--- src/sv/wcel_pkg.sv ---
// Package for the weighted cross-entropy loss block.
// Holds the transfer payload types, register indices, states and constants.
// No dependencies.
package wcel_pkg;

   localparam int NUM_CLASSES = 64;
   localparam int CLASS_W     = $clog2(NUM_CLASSES);

   localparam logic [15:0] PROB_ONE   = 16'd32768;
   localparam logic [15:0] WEIGHT_ONE = 16'd256;
   localparam logic [31:0] LN2_Q32    = 32'd2977044472;
   localparam logic [47:0] LOSS_MAX   = 48'hFFFF_FFFF_FFFF;

   typedef enum logic [2:0] {
      CSR_IGNORE_ENABLE = 3'd0,
      CSR_IGNORE_VALUE  = 3'd1,
      CSR_NORM_MODE     = 3'd2,
      CSR_OUTER_COUNT   = 3'd3,
      CSR_INNER_COUNT   = 3'd4
   } csr_index_type;

   typedef enum logic [1:0] {
      NORM_FULL  = 2'd0,
      NORM_VALID = 2'd1,
      NORM_BATCH = 2'd2,
      NORM_NONE  = 2'd3
   } norm_mode_type;

   typedef enum logic {
      FUNC_WEIGHT = 1'b0,
      FUNC_SCORE  = 1'b1
   } func_type;

   typedef enum logic [3:0] {
      ST_IDLE,
      ST_LOG,
      ST_SQR,
      ST_LN,
      ST_WMUL,
      ST_ACC,
      ST_NORM,
      ST_DIV,
      ST_OUT
   } state_type;

   typedef struct packed {
      logic        func;
      logic [7:0]  class_label;
      logic [15:0] prob;
      logic [15:0] weight_value;
      logic        last;
   } wcel_req_type;

   typedef struct packed {
      logic [47:0] loss;
      logic [31:0] pos_count;
      logic        label_error;
   } wcel_rsp_type;

endpackage

--- src/sv/weighted_cross_entropy_loss_top.sv ---
// Weighted cross-entropy loss block: top level and only module.
// Depends on wcel_pkg for payload types, register indices, states and constants.
//
// Usage: each req_ transfer either loads one class weight (func 0) or scores one
// labelled position (func 1). A scoring transfer with a label in range and not
// ignored adds weight times -ln(prob) to the accumulator; one marked last also
// divides by the chosen normaliser and offers one result on the rsp_ channel,
// then clears the accumulator and count. A weight load leaves the block idle.
// A scored position forms the log by 16 repeated squarings on one shared 32x32
// multiplier, which also serves the ln2 scaling, the weight product and the
// normaliser. A last item adds bit-serial 64 by 32 bit division and rounding.
// req_ready is high only while the block is idle. A finished result is held in
// an output register, so the next items are accepted while it waits; a further
// result waits until the previous one has been taken. The csr_ port must be
// used only while the block is idle; the block does not enforce this.
// Synchronous reset clears the accumulator, count and error flag, sets the
// registers to their defaults and marks all class weights as 1.0.
module weighted_cross_entropy_loss_top (
   input  logic                  clock,
   input  logic                  reset,
   input  logic                  req_valid,
   output logic                  req_ready,
   input  wcel_pkg::wcel_req_type req_data,
   output logic                  rsp_valid,
   input  logic                  rsp_ready,
   output wcel_pkg::wcel_rsp_type rsp_data,
   input  logic                  csr_we,
   input  logic [2:0]            csr_index,
   input  logic [15:0]           csr_wdata
);
   import wcel_pkg::*;

   state_type     state_ff, state_in;
   logic          ign_en_ff;
   logic [7:0]    ign_val_ff;
   logic [1:0]    norm_mode_ff;
   logic [15:0]   outer_ff;
   logic [15:0]   inner_ff;

   logic [63:0]   loss_ff, loss_in;
   logic [31:0]   count_ff, count_in;
   logic          err_ff, err_in;
   logic          last_ff, last_in;
   logic [15:0]   prob_ff, prob_in;
   logic [31:0]   m_ff, m_in;
   logic [3:0]    e_ff, e_in;
   logic [15:0]   frac_ff, frac_in;
   logic [5:0]    cnt_ff, cnt_in;
   logic [31:0]   den_ff, den_in;
   logic [31:0]   rem_ff, rem_in;
   logic [63:0]   quo_ff, quo_in;
   logic          rsp_valid_ff, rsp_valid_in;
   wcel_rsp_type  rsp_ff, rsp_in;

   logic [15:0]   wmem [NUM_CLASSES];
   logic [NUM_CLASSES-1:0] wvld_ff;
   logic [15:0]   wrd_ff;
   logic          wrd_vld_ff;
   logic [15:0]   weight;

   logic          req_fire;
   logic          label_in_range;
   logic [31:0]   mul_a, mul_b;
   logic [63:0]   mul_p;
   logic [15:0]   p_clamp;
   logic [3:0]    e_calc;
   logic [31:0]   sq;
   logic [19:0]   n2;
   logic [64:0]   sum;
   logic [32:0]   rem_sh;
   logic [31:0]   norm_sel;
   logic [64:0]   q_rnd;

   assign req_ready      = (state_ff == ST_IDLE);
   assign req_fire       = req_valid && req_ready;
   assign label_in_range = ({1'b0, req_data.class_label} < 9'(NUM_CLASSES));
   assign rsp_valid      = rsp_valid_ff;
   assign rsp_data       = rsp_ff;
   assign weight         = wrd_vld_ff ? wrd_ff : WEIGHT_ONE;
   assign mul_p          = mul_a * mul_b;

   always_ff @(posedge clock) begin
      if (reset) begin
         ign_en_ff    <= 1'b0;
         ign_val_ff   <= 8'd255;
         norm_mode_ff <= NORM_VALID;
         outer_ff     <= 16'd1;
         inner_ff     <= 16'd1;
      end else if (csr_we) begin
         unique case (csr_index)
            CSR_IGNORE_ENABLE: ign_en_ff    <= csr_wdata[0];
            CSR_IGNORE_VALUE:  ign_val_ff   <= csr_wdata[7:0];
            CSR_NORM_MODE:     norm_mode_ff <= csr_wdata[1:0];
            CSR_OUTER_COUNT:   outer_ff     <= csr_wdata;
            CSR_INNER_COUNT:   inner_ff     <= csr_wdata;
            default: ;
         endcase
      end
   end

   always_ff @(posedge clock) begin
      if (req_fire && req_data.func == FUNC_WEIGHT && label_in_range) begin
         wmem[req_data.class_label[CLASS_W-1:0]] <= req_data.weight_value;
      end
      if (req_fire) begin
         wrd_ff     <= wmem[req_data.class_label[CLASS_W-1:0]];
         wrd_vld_ff <= wvld_ff[req_data.class_label[CLASS_W-1:0]];
      end
   end

   always_ff @(posedge clock) begin
      if (reset) begin
         wvld_ff <= '0;
      end else if (req_fire && req_data.func == FUNC_WEIGHT && label_in_range) begin
         wvld_ff[req_data.class_label[CLASS_W-1:0]] <= 1'b1;
      end
   end

   always_comb begin
      p_clamp = (prob_ff == 16'd0) ? 16'd1 : ((prob_ff > PROB_ONE) ? PROB_ONE : prob_ff);
      e_calc  = 4'd0;
      for (int i = 1; i < 16; i++) begin
         if (p_clamp[i]) begin
            e_calc = 4'(i);
         end
      end
   end

   always_comb begin
      unique case (norm_mode_ff)
         NORM_FULL:  norm_sel = mul_p[31:0];
         NORM_VALID: norm_sel = count_ff;
         NORM_BATCH: norm_sel = {16'd0, outer_ff};
         NORM_NONE:  norm_sel = 32'd1;
         default:    norm_sel = 32'd1;
      endcase
   end

   always_comb begin
      state_in     = state_ff;
      loss_in      = loss_ff;
      count_in     = count_ff;
      err_in       = err_ff;
      last_in      = last_ff;
      prob_in      = prob_ff;
      m_in         = m_ff;
      e_in         = e_ff;
      frac_in      = frac_ff;
      cnt_in       = cnt_ff;
      den_in       = den_ff;
      rem_in       = rem_ff;
      quo_in       = quo_ff;
      rsp_valid_in = rsp_valid_ff && !rsp_ready;
      rsp_in       = rsp_ff;
      mul_a        = m_ff;
      mul_b        = m_ff;
      sq           = mul_p[61:30];
      n2           = 20'(15 << 16) - {e_ff, frac_ff};
      sum          = {1'b0, loss_ff} + {33'd0, m_ff};
      rem_sh       = {rem_ff, quo_ff[63]};
      q_rnd        = {1'b0, quo_ff} + {64'd0, ({rem_ff, 1'b0} >= {1'b0, den_ff})};

      unique case (state_ff)
         ST_IDLE: begin
            if (req_fire && req_data.func == FUNC_SCORE) begin
               last_in = req_data.last;
               prob_in = req_data.prob;
               if (ign_en_ff && req_data.class_label == ign_val_ff) begin
                  state_in = req_data.last ? ST_NORM : ST_IDLE;
               end else if (!label_in_range) begin
                  err_in   = 1'b1;
                  state_in = req_data.last ? ST_NORM : ST_IDLE;
               end else begin
                  state_in = ST_LOG;
               end
            end
         end
         ST_LOG: begin
            e_in     = e_calc;
            m_in     = {16'd0, p_clamp} << (5'd30 - {1'b0, e_calc});
            frac_in  = '0;
            cnt_in   = '0;
            state_in = ST_SQR;
         end
         ST_SQR: begin
            frac_in = {frac_ff[14:0], sq[31]};
            m_in    = sq[31] ? {1'b0, sq[31:1]} : sq;
            cnt_in  = cnt_ff + 6'd1;
            if (cnt_ff[3:0] == 4'd15) begin
               state_in = ST_LN;
            end
         end
         ST_LN: begin
            mul_a    = {12'd0, n2};
            mul_b    = LN2_Q32;
            m_in     = 32'((mul_p + 64'h8000_0000) >> 32);
            state_in = ST_WMUL;
         end
         ST_WMUL: begin
            mul_a    = {16'd0, weight};
            mul_b    = m_ff;
            m_in     = 32'((mul_p + 64'd128) >> 8);
            state_in = ST_ACC;
         end
         ST_ACC: begin
            loss_in  = sum[64] ? '1 : sum[63:0];
            count_in = (count_ff == '1) ? count_ff : count_ff + 32'd1;
            state_in = last_ff ? ST_NORM : ST_IDLE;
         end
         ST_NORM: begin
            mul_a    = {16'd0, outer_ff};
            mul_b    = {16'd0, inner_ff};
            den_in   = (norm_sel == 32'd0) ? 32'd1 : norm_sel;
            rem_in   = '0;
            quo_in   = loss_ff;
            cnt_in   = '0;
            state_in = ST_DIV;
         end
         ST_DIV: begin
            if (rem_sh >= {1'b0, den_ff}) begin
               rem_in = 32'(rem_sh - {1'b0, den_ff});
               quo_in = {quo_ff[62:0], 1'b1};
            end else begin
               rem_in = rem_sh[31:0];
               quo_in = {quo_ff[62:0], 1'b0};
            end
            cnt_in = cnt_ff + 6'd1;
            if (cnt_ff == 6'd63) begin
               state_in = ST_OUT;
            end
         end
         ST_OUT: begin
            if (!rsp_valid_ff || rsp_ready) begin
               rsp_valid_in      = 1'b1;
               rsp_in.loss       = (q_rnd > {17'd0, LOSS_MAX}) ? LOSS_MAX : q_rnd[47:0];
               rsp_in.pos_count  = count_ff;
               rsp_in.label_error = err_ff;
               loss_in           = '0;
               count_in          = '0;
               state_in          = ST_IDLE;
            end
         end
         default: state_in = ST_IDLE;
      endcase
   end

   always_ff @(posedge clock) begin
      if (reset) begin
         state_ff     <= ST_IDLE;
         loss_ff      <= '0;
         count_ff     <= '0;
         err_ff       <= 1'b0;
         rsp_valid_ff <= 1'b0;
         cnt_ff       <= '0;
      end else begin
         state_ff     <= state_in;
         loss_ff      <= loss_in;
         count_ff     <= count_in;
         err_ff       <= err_in;
         rsp_valid_ff <= rsp_valid_in;
         cnt_ff       <= cnt_in;
      end
   end

   always_ff @(posedge clock) begin
      last_ff <= last_in;
      prob_ff <= prob_in;
      m_ff    <= m_in;
      e_ff    <= e_in;
      frac_ff <= frac_in;
      den_ff  <= den_in;
      rem_ff  <= rem_in;
      quo_ff  <= quo_in;
      rsp_ff  <= rsp_in;
   end

endmodule
--- config.mk ---
export PLATFORM = sky130hd
export DESIGN_NAME = weighted_cross_entropy_loss_top
export DESIGN_NICKNAME = d
export VERILOG_FILES = /design/src/sv/wcel_pkg.sv /design/src/sv/weighted_cross_entropy_loss_top.sv
export SDC_FILE = /design/constraint.sdc
export NUM_CORES = 2
export LEC_CHECK = 0
export ABC_AREA = 1
export ABC_CLOCK_PERIOD_IN_PS = 22500
export BUFFER_PORTS_ARGS = -buffer_cell sky130_fd_sc_hd__buf_4
export CORE_UTILIZATION = 50
export CTS_BUF_LIST = sky130_fd_sc_hd__clkbuf_8
export DETAILED_ROUTE_END_ITERATION = 10
export PLACE_DENSITY_LB_ADDON = 0.05
export SLEW_MARGIN = 20
export SYNTH_ARGS = -nofsm -noshare
export SYNTH_HDL_FRONTEND = slang
export SYNTH_SLANG_ARGS = --single-unit
--- constraint.sdc ---
create_clock -name clock -period 22.5 [get_ports clock]
set_input_delay 3.375 -clock clock [delete_from_list [all_inputs] [get_ports clock]]
set_output_delay 3.375 -clock clock [all_outputs]
set_load 0.1 [all_outputs]
Word-level counts from Yosys, hierarchy flattened
Memory sizes are Yosys's and may differ from the RTL's. A register that Yosys moved wholly into a read port is not among the register bits.
Index checks and enable logic that the tools add are counted.
{"block": "classes", "magnitude_cmp": 7, "eq_ne": 24, "n_reduce_logical": 33, "shifts": 1, "n_addsub": 9, "mux": 52, "n_mul": 1, "bitwise": 4}
{"cell": "32-bit case mux with 4 select lines", "n": 2}
{"cell": "64-bit case mux with 2 select lines", "n": 2}
{"cell": "32-bit case mux with 2 select lines", "n": 3}
{"cell": "64-bit two-way mux", "n": 2}
{"cell": "32-bit two-way mux", "n": 3}
{"cell": "32-bit case mux with 3 select lines", "n": 1}
{"cell": "4-bit two-way mux", "n": 18}
{"cell": "33-bit by 32-bit >= comparator with 1-bit output", "n": 2}
{"cell": "64-bit by 1-bit adder with 65-bit output", "n": 1}
{"cell": "64-bit by 32-bit adder with 65-bit output", "n": 1}
{"cell": "65-bit by 48-bit > comparator with 1-bit output, second input constant", "n": 1}
{"cell": "64-bit by 32-bit adder with 64-bit output, second input constant", "n": 1}
{"cell": "32-bit by 32-bit multiplier with 64-bit output", "n": 1}
{"cell": "64-bit bitwise OR", "n": 1}
{"cell": "16-bit two-way mux", "n": 3}
{"cell": "40-bit by 8-bit adder with 40-bit output, second input constant", "n": 1}
{"cell": "4-bit case mux with 9 select lines", "n": 1}
{"cell": "32-bit by 1-bit adder with 32-bit output, second input constant", "n": 1}
{"cell": "32-bit equality test, second input constant", "n": 1}
{"cell": "32-bit zero test", "n": 1}
{"cell": "16-bit case mux with 2 select lines", "n": 1}
{"cell": "16-bit by 5-bit << shifter with 32-bit output", "n": 1}
{"cell": "32-bit subtractor", "n": 1}
{"cell": "31-bit two-way mux", "n": 1}
{"cell": "other kinds (39)", "n": 80}
{"block": "totals", "inputBits": 66, "reg_bits": 494, "output_inout_bits": 83, "word_cells": 156, "mem_bits_rw": 1024, "memories": 1}
{"name": "wmem", "depth": 64, "width": 16, "rd": 1, "rd_ports_with_merged_regs": 1, "write_ports": 1, "line_no": "weighted_cross_entropy_loss_top.sv:55", "text": "logic [15:0] wmem [NUM_CLASSES];"}

Longest topological paths before layout
{"block": "logic_depth", "depth_word": 21, "ltp_mapped": 59, "ltp_nobuf": 58}

Worst setup path after synthesis
No wires, ideal clock.
{"block": "synth_timing", "path_kind": "register to register", "startpoint": "reg state_ff[2]", "endpoint": "reg m_ff[15], data pin", "setup_slack_ns": 12.634, "period_less_slack_ns": 9.866, "stages_incl_launch_ff": 46, "required_time_ns": 22.238, "path_buffers": 3, "t_arrival_ns": 9.604, "setup_ns": 0.262, "cell_sequence": "dfxtp_1 > inv_1 > nor2_1 > nand2_1 > nor2_1 > buf_1 > clkbuf_1 > a22oi_1 > clkbuf_1 > nor2_1 > fa_1 > fa_1 > fa_1 > inv_1 > fa_1 > inv_1 > fa_1 > inv_1 > (+10 left out) > nor2_1 > nor2_1 > nand2_1 > nand2_1 > nand2_1 > nand2_1 > o21ai_0 > inv_1 > ha_1 > nand3_1 > nor2_2 > nand3_1 > nor2_1 > nand3_1 > nand2_1 > nand2_1 > o21ai_0 > nand3_1"}
{"block": "synth_via", "elab_chain_cells": 5, "word_cells_on_any_way": 12, "classes_between": "add/sub (2); mul (1); eq/ne (5); mux (4)"}
{"item": "from (decl)", "line_no": "weighted_cross_entropy_loss_top.sv:33", "text": "state_type state_ff, state_in;"}
{"item": "from (signal assigned)", "line_no": "weighted_cross_entropy_loss_top.sv:256", "text": "state_ff <= state_in;"}
{"item": "4-bit by 3-bit equality test with 1-bit output or 4-bit by 2-bit equality test with 1-bit output (tied branches)", "line_no": "weighted_cross_entropy_loss_top.sv:163", "text": "unique case (state_ff)"}
{"item": "32-bit case mux with 3 select lines or 32-bit case mux with 2 select lines (tied branches)", "line_no": "weighted_cross_entropy_loss_top.sv:163"}
{"item": "32-bit by 32-bit multiplier with 64-bit output", "line_no": "weighted_cross_entropy_loss_top.sv:80", "text": "assign mul_p = mul_a * mul_b;"}
{"item": "64-bit by 32-bit adder with 64-bit output (tied with other cells)", "line_no": "weighted_cross_entropy_loss_top.sv:196", "text": "m_in = 32'((mul_p + 64'h8000_0000) >> 32);"}
{"item": "32-bit case mux with 4 select lines *", "line_no": "weighted_cross_entropy_loss_top.sv:163"}
{"item": "net m_in[15]", "line_no": "weighted_cross_entropy_loss_top.sv:45", "text": "logic [31:0] m_ff, m_in;"}
{"item": "to (signal assigned)", "line_no": "weighted_cross_entropy_loss_top.sv:268", "text": "m_ff <= m_in;"}
{"item": "to (decl)", "line_no": "weighted_cross_entropy_loss_top.sv:45"}
Mark *: on every way through the listed nets, which the timed path passes. The rest lies on a longest branch.
A chain may end at the register's enable or synchronous reset.

Final worst setup path
{"block": "layout_timing", "startpoint": "reg state_ff[0]", "endpoint": "reg m_ff[10], data pin"}
Same word-level chain as after synthesis.

==> flow_summary.ini <==
[placement]
portBuffers = 148
place_hpwl_um = 255000
place.gp.congestion = 1.03

[die]
die_height_um = 449
coreArea_um2 = 198000
rows = 163
die_area_um2 = 202000
initial_utilization_pct = 50.5
num_io_pins = 149
chipWidth_um = 449

[synthesis]
main_combinational_cell_family_by_area_after_synthesis = adder cells
post_synth_instance_area_um2 = 99900
net_count_of_the_mapped_netlist = 11547
async_reset_ff_share_pct = 0
synth.mux.area_fraction_pct = 0.0200
syn-instance-count = 10249
synth_edf_count = 1319
yosysUniqueCellTypes = 62
synth-main-ff-cell = sky130_fd_sc_hd__edfxtp_1
synth-simple-area-share_pct = 16.4
yosys_register_bits = 1534
synth.yosys.seq_area_share_pct = 43.9
synth_area_in_xor_xnor_pct = 1.27
post_synth.cell_area_avg_um2 = 9.75
synth-adder-area-share_pct = 22.2
synth-compound-area-share_pct = 8.56
yosysWarningCount = 0

[detailed_routing]
drt-initial-drc-count = 7801
via_per_inst = 5.79
remaining_drc_errors = 0
total_iterations_of_the_first_detailed_routing_run = 6
wirelength_um = 352000
route.antenna.remaining_nets = 0
num_vias = 77073
routedWlPerCell_um = 26.4

[grt]
grt_antenna_before_repair = 19
groute.layer.met1.usage_pct = 46.3
global_route.usage.met2_pct = 54.2
grt_use_met3_pct = 6.33
grtUsageTotal_pct = 34.8
globalRouteOverflowTotal = 0
top_usage_layer = met2
largest_net_degree_at_the_start_of_global_routing = 94
wire_length_of_the_first_global_routing_pass_um = 515000
first_global_vias = 76141

[hold_path]
worstHoldPathType = flip-flop to flip-flop

[sta]
timing.clock.skew_ns = 0.0888
relSlewSlack_pct = 15.3
final_setup_violations = 0
grt_setup_unrepaired = false
timing_hold_violations_final = 0
timing.fmax_ghz = 0.0781
slew_viol_final = 0
min_period_ns = 12.80
actual_slew_at_the_worst_max_slew_pin_ns = 1.26
post_route_setup_tns_ns = 0
finalCritPeriodShare_pct = 56.9

[clock_tree]
cts.reportedPaths.clkPinSlew_ns = 0.06
clk_root_buffer_cell = sky130_fd_sc_hd__clkbuf_8
tritoncts = done
post_cts_buffers = 0
clock_path_buffers = 4
worstSkewPairLatency_ns = 1.01
sinks_on_clock_net = 1534
cts_resized = 0
cts_max_level = 5
cts-buffers-inserted = 278
cts.hold.buffers_added = 0

[cells_and_area]
layout-drive-gt1-share_pct = 7.68
layout_commonest_cell = sky130_fd_sc_hd__nand2_1
final_net_count = 11783
final_cell_mix = 2023 x sky130_fd_sc_hd__nand2_1, 1681 x sky130_fd_sc_hd__inv_1, 1319 x sky130_fd_sc_hd__edfxtp_1, 1141 x sky130_fd_sc_hd__nor2_1, 898 x sky130_fd_sc_hd__fa_1
area_growth_syn_to_layout_pct = 9.73

[worst_setup_path]
timing.critical_path.from_type = flip-flop
worst_path_largest_cell_delay_ns = 0.78
worst-setup-path-type = flip-flop to flip-flop
worst_path_max_delay_cell = sky130_fd_sc_hd__clkinv_1
worstPathArrival_ns = 13.46
worst_ep_required_time_ns = 23.16
crit_path_max_fanout = 52
setup.worst_path.end_class = flip-flop

[job]
cap_violations = 0

[run_status]
outcome = finished clean
-- worst max-delay path, delay by kind of cell, from the launching register on --
kind                       cells  cell delay (ns)
AOI/OAI and AO/OA              6             2.08
adders and majority gates      9             4.25
and+or+nand+nor               10             2.40
DFF                            1             0.40
buffers and inverters         12             3.30
-- layout make-up --
cell class / instances / area, um^2
well taps: 2640 / 3300
multi-input cells: 6703 / 48700
diodes: 12 / 30.0
clock buffers: 303 / 4170
repair buffers: 349 / 2680
clock inverters: 161 / 779
flip-flops and latches: 1534 / 43900
fillers: 17962 / 88400
inverters: 1619 / 6080
-- through the flow --
step | worst slack, ns | utilization [%] | cells | cell area, um^2 | hold WS (ns)
after floorplan | 12.63 | - | 10249 | 99900 | 0.408
after global placement | 10.08 | 52.9 | 12845 | 105000 | 0.427
after detailed placement | 10.08 | 52.9 | 12845 | 105000 | 0.434
after CTS | 10.01 | 55.4 | 13309 | 110000 | 0.448
after global routing | 9.32 | 55.4 | 13317 | 110000 | 0.462
final | 9.70 | 55.4 | 13321 | 110000 | 0.450
-- sequential cells by signal (all words and copies together) (netlist names), 6 cells and up --
register / cells
cnt_ff: 6
count_ff: 32
den_ff: 32
frac_ff: 16
ign_val_ff: 8
inner_ff: 16
loss_ff: 64
m_ff: 32
outer_ff: 16
prob_ff: 16
quo_ff: 64
rem_ff: 32
rsp_data: 81
wmem: 1024
wrd_ff: 16
wvld_ff: 64
-- final timing paths --
path / start / end / cells after the start / slack (ns)
worst min-delay path: err_ff / rsp_data[0] / 0 / 0.45
worst max register to register: state_ff[0] / m_ff[10] / 37 / 9.70
worst min register to register: err_ff / rsp_data[0] / 0 / 0.45
worst max-delay path: state_ff[0] / m_ff[10] / 37 / 9.70
-- metal layers --
layer  share of wire, %  vias to the layer above
met4                6.1                        8
met2                 46                     3592
met5              0.014                        -
li1                   -                    34291
met1                 40                    38369
met3                8.3                      813
-- kinds of logic (layout without fill, tap and decap cells) --
family,after synthesis,in the layout
AOI/OAI and AO/OA,1349,1349
buffers and inverters,2012,2432
and+or+nand+nor,3975,3975
muxes,2,2
xor gates and xnor gates,145,145
adders and majority gates,1232,1232
DFF,1534,1534
other,0,12
-- Yosys cell counts, drive strengths merged (17+ instances only) --
library cell  number  area [um^2]
a21oi            385         1930
a221oi           159         1390
a22o              99          867
a22oi            173         1300
a31oi             17          106
buf               49          226
clkbuf           344         1290
clkinv            31          116
dfxtp            215         4300
edfxtp          1319        39600
fa               898        18000
ha               334         4180
inv             1588         5960
nand2           2025         7610
nand3            378         1910
nand4            189         1190
nor2            1175         4440
nor3             107          577
nor4              39          278
o211ai            23          173
o21ai            383         1920
o22ai             18          113
or2               39          244
xnor2             42          368
xor2             103          902
Power is left out: the tool's default activity adds up to more than one toggle a clock period on the data nets, which glitch-free logic cannot reach.
